## config.mk

```make
export PLATFORM = sky130hd
export DESIGN_NAME = ccr_out_flat
export DESIGN_NICKNAME = d
export VERILOG_FILES = /design/src/rtl/ccr_pkg.sv /design/src/rtl/ccr_out_if.sv /design/src/rtl/ccr_out.sv /design/src/flat_wrapper.sv
export SDC_FILE = /design/constraint.sdc
export NUM_CORES = 1
export LEC_CHECK = 0
export BUFFER_PORTS_ARGS = -buffer_cell sky130_fd_sc_hd__buf_2
export CAP_MARGIN = 10
export CORE_MARGIN = 4
export CORE_UTILIZATION = 50
export CTS_BUF_LIST = sky130_fd_sc_hd__clkbuf_8 sky130_fd_sc_hd__clkbuf_16
export DETAILED_ROUTE_END_ITERATION = 16
export PLACE_DENSITY = 0.85
export SLEW_MARGIN = 20
export SYNTH_ARGS = -nofsm -noshare
export SYNTH_HDL_FRONTEND = slang
export SYNTH_SLANG_ARGS = --single-unit
```

## constraint.sdc

```tcl
create_clock -name i_clk -period 5.4 [get_ports i_clk]
set_input_delay 0.27 -clock i_clk [delete_from_list [all_inputs] [get_ports i_clk]]
set_output_delay 0.27 -clock i_clk [all_outputs]
set_load 0.01 [all_outputs]
```

## src/rtl/ccr_pkg.sv

```systemverilog
// ============================================================================
// ccr_pkg
// Shared types, constants, the Pascal row builder and a bit reversal for the combination
// rank / unrank pipeline.
// ============================================================================
package ccr_pkg;

    // Longest bit string the pipeline handles; one step stage per position
    localparam int MAX_BITS = 64;
    localparam int DATA_W   = 64;
    localparam int CNT_W    = $clog2(MAX_BITS + 1);
    localparam int POS_W    = $clog2(MAX_BITS);

    // Configuration register indexes
    localparam int CFG_IDX_W = 1;
    localparam logic [CFG_IDX_W-1:0] CFG_BIT_COUNT  = 1'b0;
    localparam logic [CFG_IDX_W-1:0] CFG_ONES_COUNT = 1'b1;

    // Reset values of the configuration registers
    localparam logic [CNT_W-1:0] BIT_COUNT_RST  = CNT_W'(16);
    localparam logic [CNT_W-1:0] ONES_COUNT_RST = CNT_W'(4);

    typedef enum logic {
        ACT_UNRANK = 1'b0,
        ACT_RANK   = 1'b1
    } t_action;

    typedef enum logic [1:0] {
        ERR_OK   = 2'd0,
        ERR_RANK = 2'd1,
        ERR_ONES = 2'd2,
        ERR_MASK = 2'd3
    } t_err;

    // State carried along the step stages
    typedef struct packed {
        t_action             act;
        logic [CNT_W-1:0]    n;    // length in use, saturated
        logic [CNT_W-1:0]    k;    // ones still to place / still ahead
        t_err                err;
        logic [DATA_W-1:0]   acc;  // remaining rank (unrank) or rank sum (rank)
        logic [DATA_W-1:0]   vec;  // built mask (unrank) or aligned mask (rank)
    } t_stage;

    // One finished item
    typedef struct packed {
        logic [DATA_W-1:0] result_value;
        t_err              error_code;
    } t_result;

    // One row of the Pascal triangle, C(a, 0..MAX_BITS)
    typedef logic [DATA_W-1:0] t_row [MAX_BITS+1];

    // Builds row a of the Pascal triangle; used on constants only
    function automatic t_row ccr_row(input int a);
        t_row row;
        for (int j = 0; j <= MAX_BITS; j++) begin
            row[j] = '0;
        end
        row[0] = DATA_W'(1);
        for (int i = 1; i <= MAX_BITS; i++) begin
            if (i <= a) begin
                for (int j = MAX_BITS; j >= 1; j--) begin
                    row[j] = row[j] + row[j-1];
                end
            end
        end
        return row;
    endfunction

    // Bit reversal of a data word
    function automatic logic [DATA_W-1:0] ccr_rev(input logic [DATA_W-1:0] v);
        logic [DATA_W-1:0] r;
        for (int i = 0; i < DATA_W; i++) begin
            r[i] = v[DATA_W-1-i];
        end
        return r;
    endfunction

endpackage

```

## src/rtl/ccr_out_if.sv

```systemverilog
// ============================================================================
// ccr_out_if
// Output channel: one conversion result per item.
// ============================================================================
interface ccr_out_if
    import ccr_pkg::*;
();
    logic              valid;
    logic              ready;
    logic [DATA_W-1:0] result_value;
    logic [1:0]        error_code;

    modport source (output valid, output result_value, output error_code, input ready);
    modport sink   (input valid, input result_value, input error_code, output ready);
endinterface

```

## src/rtl/ccr_out.sv

```systemverilog
// ============================================================================
// ccr_out
// Final check and result forming, then a two-entry output queue that lets
// the pipeline keep moving while a result waits to be taken.
// ============================================================================
module ccr_out
    import ccr_pkg::*;
(
    input  logic   i_clk,
    input  logic   i_rst_n,
    input  logic   i_valid,
    input  t_stage i_st,
    output logic   o_en,
    ccr_out_if.source o_result
);

    t_result          n_res;
    t_err             err;
    logic [DATA_W-1:0] mask;
    t_result          r_mem [2];
    logic             r_wr_ptr;
    logic             r_rd_ptr;
    logic [1:0]       r_count;
    logic             push;
    logic             pop;

    // Unrank is out of range when ones are left over or rank is left over
    always_comb begin
        err = i_st.err;
        if (i_st.act == ACT_UNRANK && err == ERR_OK &&
            (i_st.k != '0 || i_st.acc != '0)) begin
            err = ERR_RANK;
        end
        mask = ccr_rev(i_st.vec) >> (CNT_W'(MAX_BITS) - i_st.n);
        n_res.error_code = err;
        if (err != ERR_OK) begin
            n_res.result_value = '0;
        end else if (i_st.act == ACT_RANK) begin
            n_res.result_value = i_st.acc;
        end else begin
            n_res.result_value = mask;
        end
    end

    // Pipeline advances unless a finished item has nowhere to go
    assign o_en = !i_valid || (r_count != 2'd2);
    assign push = i_valid && (r_count != 2'd2);
    assign pop  = o_result.valid && o_result.ready;

    always_ff @(posedge i_clk) begin
        if (!i_rst_n) begin
            r_wr_ptr <= 1'b0;
            r_rd_ptr <= 1'b0;
            r_count  <= 2'd0;
        end else begin
            if (push) begin
                r_wr_ptr <= !r_wr_ptr;
            end
            if (pop) begin
                r_rd_ptr <= !r_rd_ptr;
            end
            r_count <= r_count + 2'(push) - 2'(pop);
        end
    end

    always_ff @(posedge i_clk) begin
        if (push) begin
            r_mem[r_wr_ptr] <= n_res;
        end
    end

    assign o_result.valid        = r_count != 2'd0;
    assign o_result.result_value = r_mem[r_rd_ptr].result_value;
    assign o_result.error_code   = r_mem[r_rd_ptr].error_code;

endmodule

```

## src/flat_wrapper.sv

```systemverilog
// flat-port wrapper written by rule: the top's interface ports become plain ports
module ccr_out_flat import ccr_pkg::*;
  (i_clk, i_rst_n, i_valid, i_st, o_en, o_result_valid, o_result_result_value, o_result_error_code, o_result_ready);
  ccr_out_if o_result_i ();
  input  logic i_clk;
  input  logic i_rst_n;
  input  logic i_valid;
  input  t_stage i_st;
  output logic o_en;
  output wire logic [$bits(o_result_i.valid)-1:0] o_result_valid;
  output wire logic [$bits(o_result_i.result_value)-1:0] o_result_result_value;
  output wire logic [$bits(o_result_i.error_code)-1:0] o_result_error_code;
  input wire logic [$bits(o_result_i.ready)-1:0] o_result_ready;
  assign o_result_valid = o_result_i.valid;
  assign o_result_result_value = o_result_i.result_value;
  assign o_result_error_code = o_result_i.error_code;
  assign o_result_i.ready = o_result_ready;
  ccr_out u_core (.i_clk(i_clk), .i_rst_n(i_rst_n), .i_valid(i_valid), .i_st(i_st), .o_en(o_en), .o_result(o_result_i));
endmodule
```

# [Word-level counts from Yosys, hierarchy flattened]
# Memory sizes are Yosys's and may differ from the RTL's. A register that Yosys moved wholly into a read port is not among the register bits.
# Index checks and enable logic that the tools add are counted.
[classes] muxes=7 bitwise_logic=1 add_sub_neg=3 n_div=0 eq_ne=1 n_mul=0 magnitude_cmp=0 shifts=1 reduce_logical=14
[op_table] cell="64-bit 2-to-1 mux" n=2
[op_table] cell="64-bit nonzero test" n=1
[op_table] cell="64-bit by 7-bit right shift with 64-bit output" n=1
[op_table] cell="7-bit nonzero test" n=1
[op_table] cell="7-bit subtractor, first input constant" n=1
[op_table] cell="1-bit logical AND" n=4
[op_table] cell="1-bit 2-to-1 mux" n=4
[op_table] cell="2-bit nonzero test" n=2
[op_table] cell="1-bit zero test" n=3
[op_table] cell="2-bit by 1-bit adder with 2-bit output" n=1
[op_table] cell="2-bit zero test" n=1
[op_table] cell="1-bit logical OR" n=2
[op_table] cell="2-bit 2-to-1 mux" n=1
[op_table] cell="2-bit inequality test, second input constant" n=1
[op_table] cell="2-bit by 1-bit subtractor with 2-bit output" n=1
[op_table] cell="1-bit inverter" n=1
[totals] elab_cells=31 memories=1 input_bits=149 out_inout_bits=68 register_bits=4 ramBits=132 latchBits=0 mem_bits_ro=0
[memory_table] name="u_core.r_mem" words=2 word_bits=66 rd=1 rd_clocked_by_memory_dff=1 wr=1 line_no="ccr_out.sv:20" text="t_result r_mem [2];"

# [Logic depth before layout (Yosys ltp)]
[logic_depth] ltp_word=6 mapped_depth=15 ltp_nobuf=8

# [Least setup slack after synthesis]
# Ideal clock, no wire load.
[synth_path] kind="register -> register" start="register u_core.r_count[0]" end="memory u_core.r_mem[0][0] (netlist bit) (enable)" period_less_slack_ns=3.774 setup_time_ns=0.492 stages_incl_launch_ff=5 arrival_ns=3.282 path_buffers=0 slack_ns=1.626 t_required_ns=4.908 path_cell_list="dfxtp_1 inv_1 nand2_1 nand2_1 nor2_1"
[synth_via] elab_chain_len=4
[synth_rtl] item="start, declared" line_no="ccr_out.sv:23" text="logic [1:0] r_count;"
[synth_rtl] item="start signal, assigned" line_no="ccr_out.sv:62" text="r_count <= r_count + 2'(push) - 2'(pop);"
[synth_rtl] item="2-bit inequality test" line_no="ccr_out.sv:47" text="assign push = i_valid && (r_count != 2'd2);"
[synth_rtl] item="1-bit logical AND" line_no="ccr_out.sv:47"
[synth_rtl] item="1-bit 2-to-1 mux" line_no="ccr_out.sv:67" text="if (push) begin"
[synth_rtl] item="1-bit 2-to-1 mux (implied by the code)" line_no="ccr_out.sv:68" text="r_mem[r_wr_ptr] <= n_res;"
[synth_rtl] item="end, declared" line_no="ccr_out.sv:20"
# Every way passes these cells.

==> impl_metrics.tcl <==
set metrics [dict create \
    clock_skew_ns 0.00636 \
    yosys-top-cells-area "edfxtp_1 (37%), mux2_2 (15%), mux4_2 (11%)" \
    rows 52 \
    ios 217 \
    pre_cts_ws_ns 1.64 \
    hp-class "primary input to register" \
    grt_pass1_wl_um 54900 \
    core_sq_mm 0.0206 \
    timing.final.hold_violations 0 \
    crit_path_start_kind "primary input" \
    synth_xor_area_share_pct 1.34 \
    port_buffers 216 \
    synth_cell_types 69 \
    postRouteAntennaNets 0 \
    synth_seq_cells 137 \
    syn-mean-instance-area_sq_um 11.5 \
    grt_overflow_total 0 \
    cts_setup_buffers 0 \
    dr.pass1.iters 6 \
    synthMuxAreaShare_pct 31.6 \
    yosys-top-cells-count "mux2_2 (137), edfxtp_1 (132), nor2_1 (74), nand2_1 (73), mux2i_1 (68)" \
    cts_buffers 17 \
    postCtsHoldBufs 0 \
    worstPathRequired_ns 5.51 \
    rsz0062_at_grt "false" \
    layout_worst_path_cycle_share_pct 64.3 \
    yosys.area_share.simple_pct 12.3 \
    fmax_ghz 0.288 \
    wl_um 36900 \
    maxCapViolations 0 \
    worstSetupPathType "primary input to register" \
    nets 1257 \
    setup_viol 0 \
    cts.repair.resized 0 \
    start_util_pct 51.5 \
    layout-drive-gt1-share_pct 43.4 \
    syn_to_final_growth_pct 17.3 \
    grt_pass1_vias 9068 \
    wl_per_cell_um 26.6 \
    synthesis.nets 1074 \
    drt_iter0_markers 1375 \
    relSlewSlack_pct 27.4 \
    clk_latency_ns 0.42 \
    cp.arrival_ns 3.58 \
    synthArstFlopShare_pct 0 \
    cts_tree "yes" \
    final.setup.tns_ns 0 \
    path_max_fanout 49 \
    synth_edf_count 132 \
    yosysWarnings 0 \
    status "finished, final reports clean" \
    yosys.area.top_type "edfxtp_1" \
    clock-sinks 137 \
    synth_ff_type "edfxtp_1" \
    synthAdderAreaFrac_pct 0.355 \
    power_leakage_nw 4.72 \
    htree_num_levels 4 \
    post-synth-top-count-cell "mux2_2" \
    drc 0 \
    dp_hpwl_um 27400 \
    clk_pin_slew_ns 0.06 \
    yosysSeqAreaShare_pct 38.4 \
    grt_max_degree 82 \
    power_density_mw_per_mm2 341 \
    vdd_drop_max_v 0.000211 \
    chipHeight_um 154 \
    worst_slack_ns 1.93 \
    vias_per_cell 6.80 \
    crit_path_end_kind "register" \
    synth_top_family_by_area "multiplexers" \
    place_congestion 1.03 \
    worstMarginPinSlew_ns 1.08 \
    syn_area_sq_mm 0.0106 \
    timing.final.max_slew_violations 0 \
    grtUsageTotal_pct 30.0 \
    clock_path_buffers 2 \
    antenna_found_initial 1 \
    synth_top_area_share_pct 37.4 \
    fillers 1666 \
    synth-compound-area-share_pct 11.6 \
    synthesis.instances 922 \
    cts_root_buf "clkbuf_16" \
    dieArea_sq_mm 0.0236 \
    fp.dieW_um 154 \
    diodes 0 \
    vias 9433 \
    fin_crit_ns 3.47 \
]
[placed cells by master, fill, tap and decap left out, types with 20 or more instances in the layout]
master / instances
buf_4: 22
mux2i_1: 68
nor2_1: 73
nor4_1: 25
nand2_1: 73
nor3_1: 26
buf_2: 216
mux2_2: 137
a22oi_1: 39
edfxtp_1: 132
a21oi_1: 20
mux4_2: 50
[stage by stage]
step / util, % / power [W] / hold slack [ns] / std cells / cell area, sq um
after floorplan: - / 0.00244 / 0.387 / 922 / 10600
after global placement: 57.4 / 0.00296 / 0.520 / 1356 / 11800
after detailed placement: 57.4 / 0.00298 / 0.546 / 1356 / 11800
after CTS: 60.4 / 0.00420 / 0.113 / 1388 / 12400
after global routing: 60.4 / 0.00438 / 0.142 / 1388 / 12400
final: 60.4 / 0.00424 / 0.119 / 1388 / 12400
[final timing paths]
check | depth (start not counted) | slack, ns | to | startpoint
worst min-delay path | 2 | 0.12 | u_core.r_count[1] | i_rst_n
worst min register to register | 2 | 0.56 | register | u_core.r_rd_ptr
worst max-delay path | 11 | 1.93 | u_core.r_mem[0][2] | i_st[138]
worst max register to register | 5 | 3.05 | u_core.r_mem[0][29] | u_core.r_count[0]
[cell type report]
type	count	area, sq um	share of cell area [%]
multi-input cells	700	6100	49.1
inverters	11	41.3	0.332
flip-flops and latches	137	4070	32.7
clock buffers	17	425	3.43
well taps	270	338	2.72
clock inverters	15	199	1.60
repair buffers	238	1250	10.0
[sequential cells by signal, indices dropped and copies added (netlist names), named ones only]
| signal | cells |
|---|---|
| u_core.r_mem | 132 |
| u_core.r_count | 2 |
| u_core.r_rd_ptr | 1 |
| u_core.r_wr_ptr | 1 |
[metal layers]
metal	vias to the layer above	global-route usage, %	wire [um]	share of wire (%)
met2	817	44.6	16300	44
met3	114	8.77	5010	14
li1	4039	-	-	-
met4	2	11.4	1390	3.8
met5	-	0	20	0.054
met1	4461	41.8	14100	38
[power by group]
part | internal, W | switching [W]
Combinational | 0.000687 | 0.000937
Clock | 0.000774 | 0.000456
Sequential | 0.00134 | 0.0000419
[logic make-up (layout without fill, tap and decap cells)]
logic type,after synthesis,after routing
and+or+nand+nor,266,266
muxes,255,255
AOI/OAI and AO/OA,165,165
DFF,137,137
buffers and inverters,85,281
xor gates and xnor gates,11,11
adders and majority gates,3,3
[worst max-delay path, stage by stage]
cell and delay, ns:
buf_2 0.12, inv_1 0.09, ha_4 0.20, xor2_4 0.16, buf_4 0.54, buf_4 0.47
mux2_2 0.40, mux2i_1 0.33, mux2i_1 0.30, a221oi_1 0.41, o22ai_1 0.25
Power figures use the tool's default switching activity.
