===== src/rtl/ccr_pkg.sv =====
// ============================================================================
// ccr_pkg
// Shared types, constants, the Pascal row builder and a bit reversal for the combination
// rank / unrank pipeline.
// ============================================================================
package ccr_pkg;

    // Longest bit string the pipeline handles; one step stage per position
    localparam int MAX_BITS = 64;
    localparam int DATA_W   = 64;
    localparam int CNT_W    = $clog2(MAX_BITS + 1);
    localparam int POS_W    = $clog2(MAX_BITS);

    // Configuration register indexes
    localparam int CFG_IDX_W = 1;
    localparam logic [CFG_IDX_W-1:0] CFG_BIT_COUNT  = 1'b0;
    localparam logic [CFG_IDX_W-1:0] CFG_ONES_COUNT = 1'b1;

    // Reset values of the configuration registers
    localparam logic [CNT_W-1:0] BIT_COUNT_RST  = CNT_W'(16);
    localparam logic [CNT_W-1:0] ONES_COUNT_RST = CNT_W'(4);

    typedef enum logic {
        ACT_UNRANK = 1'b0,
        ACT_RANK   = 1'b1
    } t_action;

    typedef enum logic [1:0] {
        ERR_OK   = 2'd0,
        ERR_RANK = 2'd1,
        ERR_ONES = 2'd2,
        ERR_MASK = 2'd3
    } t_err;

    // State carried along the step stages
    typedef struct packed {
        t_action             act;
        logic [CNT_W-1:0]    n;    // length in use, saturated
        logic [CNT_W-1:0]    k;    // ones still to place / still ahead
        t_err                err;
        logic [DATA_W-1:0]   acc;  // remaining rank (unrank) or rank sum (rank)
        logic [DATA_W-1:0]   vec;  // built mask (unrank) or aligned mask (rank)
    } t_stage;

    // One finished item
    typedef struct packed {
        logic [DATA_W-1:0] result_value;
        t_err              error_code;
    } t_result;

    // One row of the Pascal triangle, C(a, 0..MAX_BITS)
    typedef logic [DATA_W-1:0] t_row [MAX_BITS+1];

    // Builds row a of the Pascal triangle; used on constants only
    function automatic t_row ccr_row(input int a);
        t_row row;
        for (int j = 0; j <= MAX_BITS; j++) begin
            row[j] = '0;
        end
        row[0] = DATA_W'(1);
        for (int i = 1; i <= MAX_BITS; i++) begin
            if (i <= a) begin
                for (int j = MAX_BITS; j >= 1; j--) begin
                    row[j] = row[j] + row[j-1];
                end
            end
        end
        return row;
    endfunction

    // Bit reversal of a data word
    function automatic logic [DATA_W-1:0] ccr_rev(input logic [DATA_W-1:0] v);
        logic [DATA_W-1:0] r;
        for (int i = 0; i < DATA_W; i++) begin
            r[i] = v[DATA_W-1-i];
        end
        return r;
    endfunction

endpackage


===== src/rtl/ccr_prep.sv =====
// ============================================================================
// ccr_prep
// Entry stage: length saturation, range checks, popcount and alignment of
// the mask so that step stage a sees bit position n-1-a at index a.
// ============================================================================
module ccr_prep
    import ccr_pkg::*;
(
    input  logic              i_clk,
    input  logic              i_rst_n,
    input  logic              i_en,
    input  logic              i_valid,
    input  logic              i_action,
    input  logic [DATA_W-1:0] i_operand_value,
    input  logic [CNT_W-1:0]  i_bit_count,
    input  logic [CNT_W-1:0]  i_ones_count,
    output logic              o_valid,
    output t_stage            o_st
);

    logic              r_valid;
    t_stage            r_st;
    t_stage            n_st;
    logic [CNT_W-1:0]  n_len;
    logic [CNT_W-1:0]  sh_amt;
    logic [DATA_W-1:0] hi_mask;
    logic [3:0]        byte_cnt [DATA_W/8];
    logic [CNT_W-1:0]  pop;

    // Length in use, saturated at MAX_BITS
    assign n_len  = (i_bit_count > CNT_W'(MAX_BITS)) ? CNT_W'(MAX_BITS) : i_bit_count;
    assign sh_amt = CNT_W'(MAX_BITS) - n_len;

    // Bits at position n and above (none when n covers the word)
    assign hi_mask = (n_len < CNT_W'(DATA_W)) ? ({DATA_W{1'b1}} << n_len) : '0;

    // Popcount: per-byte counts, then their sum
    always_comb begin
        for (int b = 0; b < DATA_W/8; b++) begin
            byte_cnt[b] = '0;
            for (int i = 0; i < 8; i++) begin
                byte_cnt[b] = byte_cnt[b] + 4'(i_operand_value[b*8+i]);
            end
        end
        pop = '0;
        for (int b = 0; b < DATA_W/8; b++) begin
            pop = pop + CNT_W'(byte_cnt[b]);
        end
    end

    // Initial stage state
    always_comb begin
        n_st.act = t_action'(i_action);
        n_st.n   = n_len;
        if (i_action == ACT_RANK) begin
            n_st.k   = pop;
            n_st.err = ((i_operand_value & hi_mask) != '0) ? ERR_MASK : ERR_OK;
            n_st.acc = '0;
            n_st.vec = ccr_rev(i_operand_value) >> sh_amt;
        end else begin
            n_st.k   = i_ones_count;
            n_st.err = (i_ones_count > n_len) ? ERR_ONES : ERR_OK;
            n_st.acc = i_operand_value;
            n_st.vec = '0;
        end
    end

    always_ff @(posedge i_clk) begin
        if (!i_rst_n) begin
            r_valid <= 1'b0;
        end else if (i_en) begin
            r_valid <= i_valid;
        end
    end

    always_ff @(posedge i_clk) begin
        if (i_en) begin
            r_st <= n_st;
        end
    end

    assign o_valid = r_valid;
    assign o_st    = r_st;

endmodule


===== config.mk =====
export PLATFORM = sky130hd
export DESIGN_NAME = ccr_prep
export DESIGN_NICKNAME = d
export VERILOG_FILES = /design/src/rtl/ccr_pkg.sv /design/src/rtl/ccr_prep.sv
export SDC_FILE = /design/constraint.sdc
export NUM_CORES = 1
export LEC_CHECK = 0
export ABC_AREA = 1
export BUFFER_PORTS_ARGS = -buffer_cell sky130_fd_sc_hd__buf_2
export CAP_MARGIN = 20
export CELL_PAD_IN_SITES_DETAIL_PLACEMENT = 0
export CELL_PAD_IN_SITES_GLOBAL_PLACEMENT = 1
export CORE_MARGIN = 3
export CORE_UTILIZATION = 37
export CTS_CLUSTER_DIAMETER = 40
export DETAILED_ROUTE_END_ITERATION = 8
export GPL_ROUTABILITY_DRIVEN = 0
export PLACE_DENSITY_LB_ADDON = 0.2
export SYNTH_ARGS = -nofsm -noshare
export SYNTH_HDL_FRONTEND = slang
export SYNTH_SLANG_ARGS = --single-unit

===== constraint.sdc =====
create_clock -name i_clk -period 5.35 [get_ports i_clk]
set_input_delay 0.535 -clock i_clk [delete_from_list [all_inputs] [get_ports i_clk]]
set_output_delay 0.535 -clock i_clk [all_outputs]
set_load 0.1 [all_outputs]

==> Word-level counts from Yosys, hierarchy flattened <==
Index checks and enable logic that the tools add are counted.
{ "word_totals": {"register_bits": 146, "latch_bits": 0, "ram_bits": 0, "romBits": 0, "in_bits": 83, "out_inout_bits": 146, "word_cells": 83, "mem_count": 0} }
{ "op_classes": {"addsub": 64, "multipliers": 0, "div_mod_pow": 0, "magnitude_cmp": 3, "n_eq_ne": 0, "shift": 2, "muxes": 5, "bitwise": 1, "n_reduce_logical": 1} }
{ "ops": {"columns": ["cell", "count"], "rows": [
  ["137-bit two-way mux", 1],
  ["4-bit by 1-bit adder with 4-bit output", 32],
  ["64-bit AND", 1],
  ["64-bit two-way mux", 1],
  ["64-bit nonzero test", 1],
  ["64-bit by 7-bit << shifter with 64-bit output, first input constant", 1],
  ["64-bit by 7-bit right shift with 64-bit output", 1],
  ["3-bit by 1-bit adder with 4-bit output", 8],
  ["7-bit by 4-bit adder with 7-bit output", 4],
  ["2-bit by 1-bit adder with 3-bit output", 8],
  ["1-bit by 1-bit adder with 2-bit output", 8],
  ["6-bit by 4-bit adder with 7-bit output", 1],
  ["7-bit greater-than comparator", 1],
  ["7-bit greater-than comparator, second input constant", 1],
  ["7-bit < comparator, second input constant", 1],
  ["7-bit two-way mux", 1],
  ["7-bit subtractor, first input constant", 1],
  ["5-bit by 4-bit adder with 6-bit output", 1],
  ["4-bit by 4-bit adder with 5-bit output", 1],
  ["2-bit two-way mux", 2]
]} }

==> Logic depth before layout (Yosys ltp) <==
Gate-level depths: netlist (run 1).
{ "logic_depth": {"word_depth": 15, "depth_mapped": 24, "ltp_nobuf": 24} }

==> Worst setup path before layout (run 1) <==
Ideal clock, no wire load.
{ "synth_path": {"path_type": "input-to-reg", "start": "input i_operand_value[59]", "end": "register r_st, in the netlist o_st[136], data pin", "setup_time_ns": 0.261, "arrival_ns": 5.586, "required_time_ns": 5.089, "path_slack_ns": -0.496, "stages": 20, "n_path_buf": 0, "cell_sequence": "inv_1 -> fa_1 -> fa_1 -> inv_1 -> fa_1 -> inv_1 -> fa_1 -> fa_1 -> fa_1 -> fa_1 -> fa_1 -> inv_1 -> ha_1 -> fa_1 -> inv_1 -> o31ai_1 -> inv_1 -> nor2_1 -> o21ai_0 -> a21oi_1"} }
{ "synth_rtl": {"columns": ["item", "line_no", "rtl"], "rows": [
  ["start: declaration", "ccr_prep.sv:14", "input logic [DATA_W-1:0] i_operand_value,"],
  ["end signal: assignment", "ccr_prep.sv:78", "r_st <= n_st;"],
  ["end: declaration", "ccr_prep.sv:22", "t_stage r_st;"]
]} }

==> implementation parameters, run 1 <==
Parameter                              Value

Route
  Residual DRC    0
  Count of vias placed by the detailed router    between 10000 and 15000
  Detailed-routing iteration count for the pre-antenna-repair pass    5
  Antenna viol nets, final    0
  WL per Instance    ~21 um
  Vias per inst    5.40
  Violation count after the first detailed-route iteration    1449
  Wire length after detailed routing    between 40000 and 50000 um

Synth
  Mean instance size in the synthesized netlist    7.66 um2
  Number of enable flip-flop cells after synthesis    145
  Top post-synthesis cells by area    sky130_fd_sc_hd__edfxtp_1, sky130_fd_sc_hd__nand2_1, sky130_fd_sc_hd__nand3_1
  Post-synthesis sequential element count    between 100 and 150
  Area of the mapped netlist    11900 um2
  Yosys top cell area share    approximately 37%
  Count of distinct cell types in the synthesized netlist    34
  Most used standard cell by instance count after synthesis    sky130_fd_sc_hd__nand2_1
  Asr flop ratio synth    0%
  Top post-synthesis cells by count    sky130_fd_sc_hd__nand2_1, sky130_fd_sc_hd__nand3_1, sky130_fd_sc_hd__inv_1
  Warnings, synthesis    0
  Register area share after synthesis    36.9%
  Prevailing post-synth register cell    sky130_fd_sc_hd__edfxtp_1
  Post-synthesis cell count    1547
  Post-synthesis net count    roughly 1700
  Post-synth top area cell    sky130_fd_sc_hd__edfxtp_1

Setup path
  Number of buffer and inverter stages on the critical path    9
  Flop2flop setup slack    4.72 ns
  Critical Path Fanout Max    2
  Data required time of the worst path    5.64 ns
  Worst reg2reg path endpoint    o_valid
  Source of the worst register-to-register timing path    o_valid
  Slowest cell on the critical path    sky130_fd_sc_hd__fa_1
  Delay-heaviest family, CP    adder cells
  Worst R2R Path Depth    2
  Setup crit end    o_st[136]
  Category of the worst setup path capture point    flip-flop
  List of cells traversed by the critical path    buf_8, inv_4, fa_1, inv_2, fa_2, inv_2, fa_2, fa_1, inv_2, fa_2, fa_2, fa_1, fa_1, buf_4, buf_4, fa_2, inv_1, o31ai_1, inv_1, nor2_1, o21ai_0, a21oi_1
  Classification of the worst setup path    in2reg
  Cell with the most instances on the worst path    sky130_fd_sc_hd__fa_2
  Levels on crit path    22
  CP peak stage delay    0.60 ns
  Data arrival, critical path    between 5 and 6 ns
  Critical Path Source    i_operand_value[35]
  Kind of start point of the critical path    input pin

STA
  Slew headroom    between 40% and 50%
  Accumulated negative setup slack    -1.41 ns
  Number of pins with negative max-slew slack in the final report    0
  Setup Viol. Count Final    6
  Maximum clock rate    175 MHz
  Total count of hold-check failures in the final report    0
  Clock period minus final worst setup slack    5.70 ns
  Setup Skew    0 ns
  Crit share post-route    107%
  Setup repair after global routing missed its margin    yes
  Final Worst Setup Slack    -0.351 ns
  Worst Max-Slew Pin Slew    0.820 ns

Pwr
  Power density normalized to cell area    about 630 nW/um2
  Worst VDD drop    0.00120 V
  P_leak    6.86 nW

GRT
  Overall overflow remaining after global route    0
  Wire length of the first global-routing pass    68800 um
  Antenna violations before repair    1
  Largest net degree at the start of global routing    a little under 90
  Total routing resource utilization after global routing    26.8%
  Number of global-route vias before repair    11201

Cells and area
  End-of-flow core utilization    a little under half
  Fill cell total of the finished layout    3243
  Sequential cell area    roughly 4400 um2
  Net count of the finished layout    1992
  Layout cells sized above 1    between 20% and 30%
  Multi-input gate area    roughly 6500 um2
  Area growth syn-to-layout    25.1%

Floorplanning
  Starting density of the core    38.2%
  Number of top-level pins    about 230
  Width of the die    185 um
  Area of the die    34200 um2
  Die height    about 190 um
  Std cell rows    64
  Std-Cell Core Area    31100 um2

Clock tree
  Worst-skew pair later-pin latency    0.43 ns
  Hold buffer count at CTS    0
  Number of buffers inserted during clock tree synthesis    17
  CTS tree    yes
  Clk pin slew, worst setup/hold paths    0.07 ns
  CTS root buf    sky130_fd_sc_hd__clkbuf_16
  CTS HTree Levels    4
  Clock sinks    146
  Maximum clock insertion buffer count    2

Run status
  Result of the run    complete, but fails checks
  Violated checks    setup timing

Placement
  HPWL after DPL    35700 um
  Count of port buffers added during placement    228

Run
  Max-cap violations    0

Worst hold path
  Type of the worst min-delay path    in2reg
[final cells by class]
class | instances | share of cell area (%)
Timing Repair Buffer | 368 | 15.4
Clock buffer | 20 | 2.95
Tap cell | 396 | 3.34
Inverter | 165 | 4.30
Clock inverter | 12 | 0.726
Multi-Input combinational cell | 1131 | 43.8
Sequential cell | 146 | 29.5
Antenna cell | 1 | 0.0169
[per-layer routing]
metal / GRT usage (%) / wire [um] / vias up / part of all wire (%)
met5: 0 / 15 / - / 0.032
met1: 39.8 / 20600 / 5653 / 44
met3: 5.54 / 4570 / 65 / 9.8
li1: - / - / 5739 / -
met2: 39.5 / 20100 / 633 / 43
met4: 8.07 / 1210 / 2 / 2.6
[cells in the final DEF, fill, tap and decap left out, drive strengths merged, types with 36 or more instances in the layout]
cell,count
nand2,363
nand3,243
nor2,137
or2,36
inv,166
fa,54
buf,368
o211ai,58
o21ai,141
edfxtp,145
[metrics by stage]
step	std cells	hold slack, ns	power [W]	instance area (um2)	worst slack, ns
after detailed placement	2170	0.524	0.00730	13800	-0.830
final	2239	0.340	0.00940	14800	-0.351
after floorplan	1547	0.628	0.00548	11900	-0.404
after global routing	2238	0.358	0.0102	14800	-0.515
after CTS	2237	0.321	0.00893	14700	-0.317
after global placement	2170	0.518	0.00722	13800	-0.774
[report_power, final]
group / leakage [nW] / internal, W / total, W / switching [W]
Combinational: 5.20 / 0.00281 / 0.00674 / 0.00393
Clock: 0.252 / 0.000640 / 0.00116 / 0.000524
Sequential: 1.40 / 0.00147 / 0.00150 / 0.0000298
Total: 6.86 / 0.00491 / 0.00940 / 0.00448
[worst reg2reg max path, delay by kind of cell (launching register included)]
kind / cells / cell delay, ns
AO/OA/AOI/OAI: 2 / 0.20
flip-flops: 1 / 0.30
[registers in the layout (all words and copies together) (netlist names)]
| name | cells |
|---|---|
| o_st | 145 |
| o_valid | 1 |
[cell families (layout without fill, tap and decap cells)]
logic type / Yosys count / count (layout) / synth area share [%]
flip-flops: 146 / 146 / 36.9
AND/OR/NAND/NOR: 826 / 826 / 30.7
multiplexers: 3 / 3 / 0.253
other: 0 / 1 / 0
adder cells (fa/ha/maj): 80 / 80 / 11.9
buffers and inverters: 270 / 565 / 9.32
AO/OA/AOI/OAI: 219 / 219 / 10.5
XOR/XNOR: 3 / 3 / 0.443
[worst min-delay path by stage]
stage	startpoint	cells after the start	slack (ns)	to
6_report	i_valid	3	0.34	o_valid
5_1_grt	i_valid	3	0.36	o_valid
4_1_cts	i_valid	3	0.32	o_valid
3_5_place_dp	o_valid	2	0.52	o_valid
3_3_place_gp	o_valid	2	0.52	o_valid
2_1_floorplan	i_en	1	0.63	o_valid
[what timing repair did]
| item | CTS | global route |
|---|---|---|
| resized for setup | 28 | 23 |
| setup buffers | 38 | 5 |
| pin swaps | 5 | 11 |
| endpoints found under the setup margin | 6 | 9 |
No activity file was read; power rests on OpenSTA's default activity.
==> run 2: changes to the inputs <==
--- a/config.mk
+++ b/config.mk
@@ -16,6 +16,7 @@
 export DETAILED_ROUTE_END_ITERATION = 8
 export GPL_ROUTABILITY_DRIVEN = 0
 export PLACE_DENSITY_LB_ADDON = 0.2
+export SKIP_LAST_GASP = 1
 export SYNTH_ARGS = -nofsm -noshare
 export SYNTH_HDL_FRONTEND = slang
 export SYNTH_SLANG_ARGS = --single-unit
==> implementation parameters, run 2 (synthesized netlist as in run 1, its figures left out) <==
Parameter                              Value

Pwr
  Internal portion of total power    0.00478 W
  Power density normalized to cell area    620 nW/um2
  Clock network fraction of total power    12.7%
  Proportion of total power due to net switching    47.8%
  Sequential group share of total power    16.4%
  Switching power total    0.00438 W
  P_leak    6.85 nW
  Worst VDD drop    0.00110 V
  Total power    0.00916 W
  Share of total power in combinational logic    71.0%

STA
  Worst Max-Slew Pin Slew    0.842 ns
  Accumulated negative setup slack    -1.30 ns
  Maximum clock rate    roughly 180 MHz
  Setup repair after global routing missed its margin    yes
  Crit share post-route    106%
  Slew headroom    between 40% and 50%
  Setup Skew    0 ns
  Final Worst Setup Slack    -0.326 ns
  Setup Viol. Count Final    6
  Number of pins with negative max-slew slack in the final report    0
  Total count of hold-check failures in the final report    0
  Clock period minus final worst setup slack    5.68 ns

Setup path
  Cell with the most instances on the worst path    sky130_fd_sc_hd__fa_1
  Number of buffer and inverter stages on the critical path    9
  Levels on crit path    22
  Data required time of the worst path    5.64 ns
  Kind of start point of the critical path    input pin
  CP peak stage delay    0.59 ns
  Data arrival, critical path    5.97 ns
  Category of the worst setup path capture point    flip-flop
  Worst R2R Path Depth    2
  Critical Path Fanout Max    2
  Slowest cell on the critical path    sky130_fd_sc_hd__fa_2
  Delay-heaviest family, CP    adder cells
  Classification of the worst setup path    in2reg
  List of cells traversed by the critical path    buf_8, inv_4, fa_1, inv_1, fa_1, fa_1, inv_1, fa_1, inv_1, fa_1, fa_2, fa_1, fa_1, buf_4, buf_4, fa_2, inv_1, o31ai_1, inv_1, nor2_1, o21ai_0, a21oi_1

Clock tree
  Maximum clock insertion buffer count    2
  Clk pin slew, worst setup/hold paths    roughly 0.070 ns
  CTS HTree Levels    4
  Number of buffers inserted during clock tree synthesis    17
  CTS root buf    sky130_fd_sc_hd__clkbuf_16
  Worst-skew pair later-pin latency    ~0.43 ns
  CTS tree    yes
  Clock sinks    between 100 and 150

Route
  Detailed-routing iteration count for the pre-antenna-repair pass    5
  Violation count after the first detailed-route iteration    approximately 1400
  Wire length after detailed routing    46400 um
  Vias per inst    5.42
  WL per Instance    20.7 um
  Antenna viol nets, final    0
  Count of vias placed by the detailed router    12112
  Residual DRC    0

Worst hold path
  Type of the worst min-delay path    in2reg
  WHS Path Cells    3

Floorplanning
  Starting density of the core    between 30% and 40%
  Area of the die    34200 um2
  Die height    185 um
  Number of top-level pins    229
  Std-Cell Core Area    31100 um2
  Width of the die    between 150 and 200 um
  Std cell rows    64

Cells and area
  Max reg flops    145
  Net count of the finished layout    1990
  Most frequent standard cell in the layout excluding fill and tap cells    sky130_fd_sc_hd__nand2_1
  Fill cell total of the finished layout    about 3300
  Area growth syn-to-layout    24.6%
  Total inserted antenna cells    0
  Commonest cells after routing, fill and taps aside    sky130_fd_sc_hd__nand2_1, sky130_fd_sc_hd__nand3_1, sky130_fd_sc_hd__buf_2, sky130_fd_sc_hd__edfxtp_1, sky130_fd_sc_hd__inv_1
  Layout cells sized above 1    25.4%
  Post-route non-filler standard cell count    2236

Placement
  Total instance count after detailed placement    2170
  HPWL after DPL    35700 um
  Worst setup slack before clock tree synthesis    -0.830 ns
  Count of port buffers added during placement    228

GRT
  Largest net degree at the start of global routing    89
  Wire length of the first global-routing pass    a little under 70000 um
  Antenna violations before repair    1
  Total routing resource utilization after global routing    26.8%
  Overall overflow remaining after global route    0
  Number of global-route vias before repair    around 11000

Run
  Max-cap violations    0

Run status
  Violated checks    setup timing
  Result of the run    complete, but fails checks
-- run 2: layer usage --
metal	vias up	track usage [%]	part of all wire, %
met5	-	0	0.032
met3	63	5.54	9.4
met1	5677	39.8	45
met4	2	8.07	2.5
met2	634	39.4	43
li1	5736	-	-
-- run 2: worst reg2reg max path: stages, from the launching register on --
cell and delay [ns]:
sky130_fd_sc_hd__dfxtp_1 0.30, sky130_fd_sc_hd__o21ai_0 0.14, sky130_fd_sc_hd__a21oi_1 0.06
-- run 2: worst paths after layout --
check	slack, ns	to	start
max reg2reg	4.72	o_valid	o_valid
min reg2reg	0.53	o_valid	o_valid
min	0.34	o_valid	i_valid
max	-0.33	o_st[136]	i_operand_value[35]
-- run 2: stage by stage --
| stage | utilization [%] | cell area [um2] | hold slack [ns] |
|---|---|---|---|
| floorplan | - | 11900 | 0.628 |
| global placement | 44.6 | 13800 | 0.518 |
| detailed placement | 44.6 | 13800 | 0.524 |
| CTS | 47.4 | 14700 | 0.321 |
| global route | 47.6 | 14800 | 0.358 |
| finish | 47.6 | 14800 | 0.339 |
-- run 2: cell type report --
cell class | count | area, um2 | area share [%]
clock buffers | 20 | 437 | 2.96
inverters | 165 | 637 | 4.31
repair buffers | 366 | 2260 | 15.3
well taps | 396 | 495 | 3.35
multi-input cells | 1131 | 6460 | 43.7
clock inverters | 12 | 108 | 0.728
flip-flops and latches | 146 | 4370 | 29.6
-- run 2: power groups by stage --
stage | Combinational, W | Sequential, W | Clock [W]
2_1_floorplan | 0.00309 | 0.00239 | 0
3_3_place_gp | 0.00570 | 0.00153 | 0
3_5_place_dp | 0.00577 | 0.00152 | 0
4_1_cts | 0.00624 | 0.00150 | 0.00118
5_1_grt | 0.00722 | 0.00151 | 0.00123
6_report | 0.00650 | 0.00150 | 0.00116
-- run 2: what timing repair did --
item,CTS,global route
pin swaps,5,13
hold buffers,0,0
endpoints found under the setup margin,6,9
setup buffers,38,3
gates resized for setup,26,15
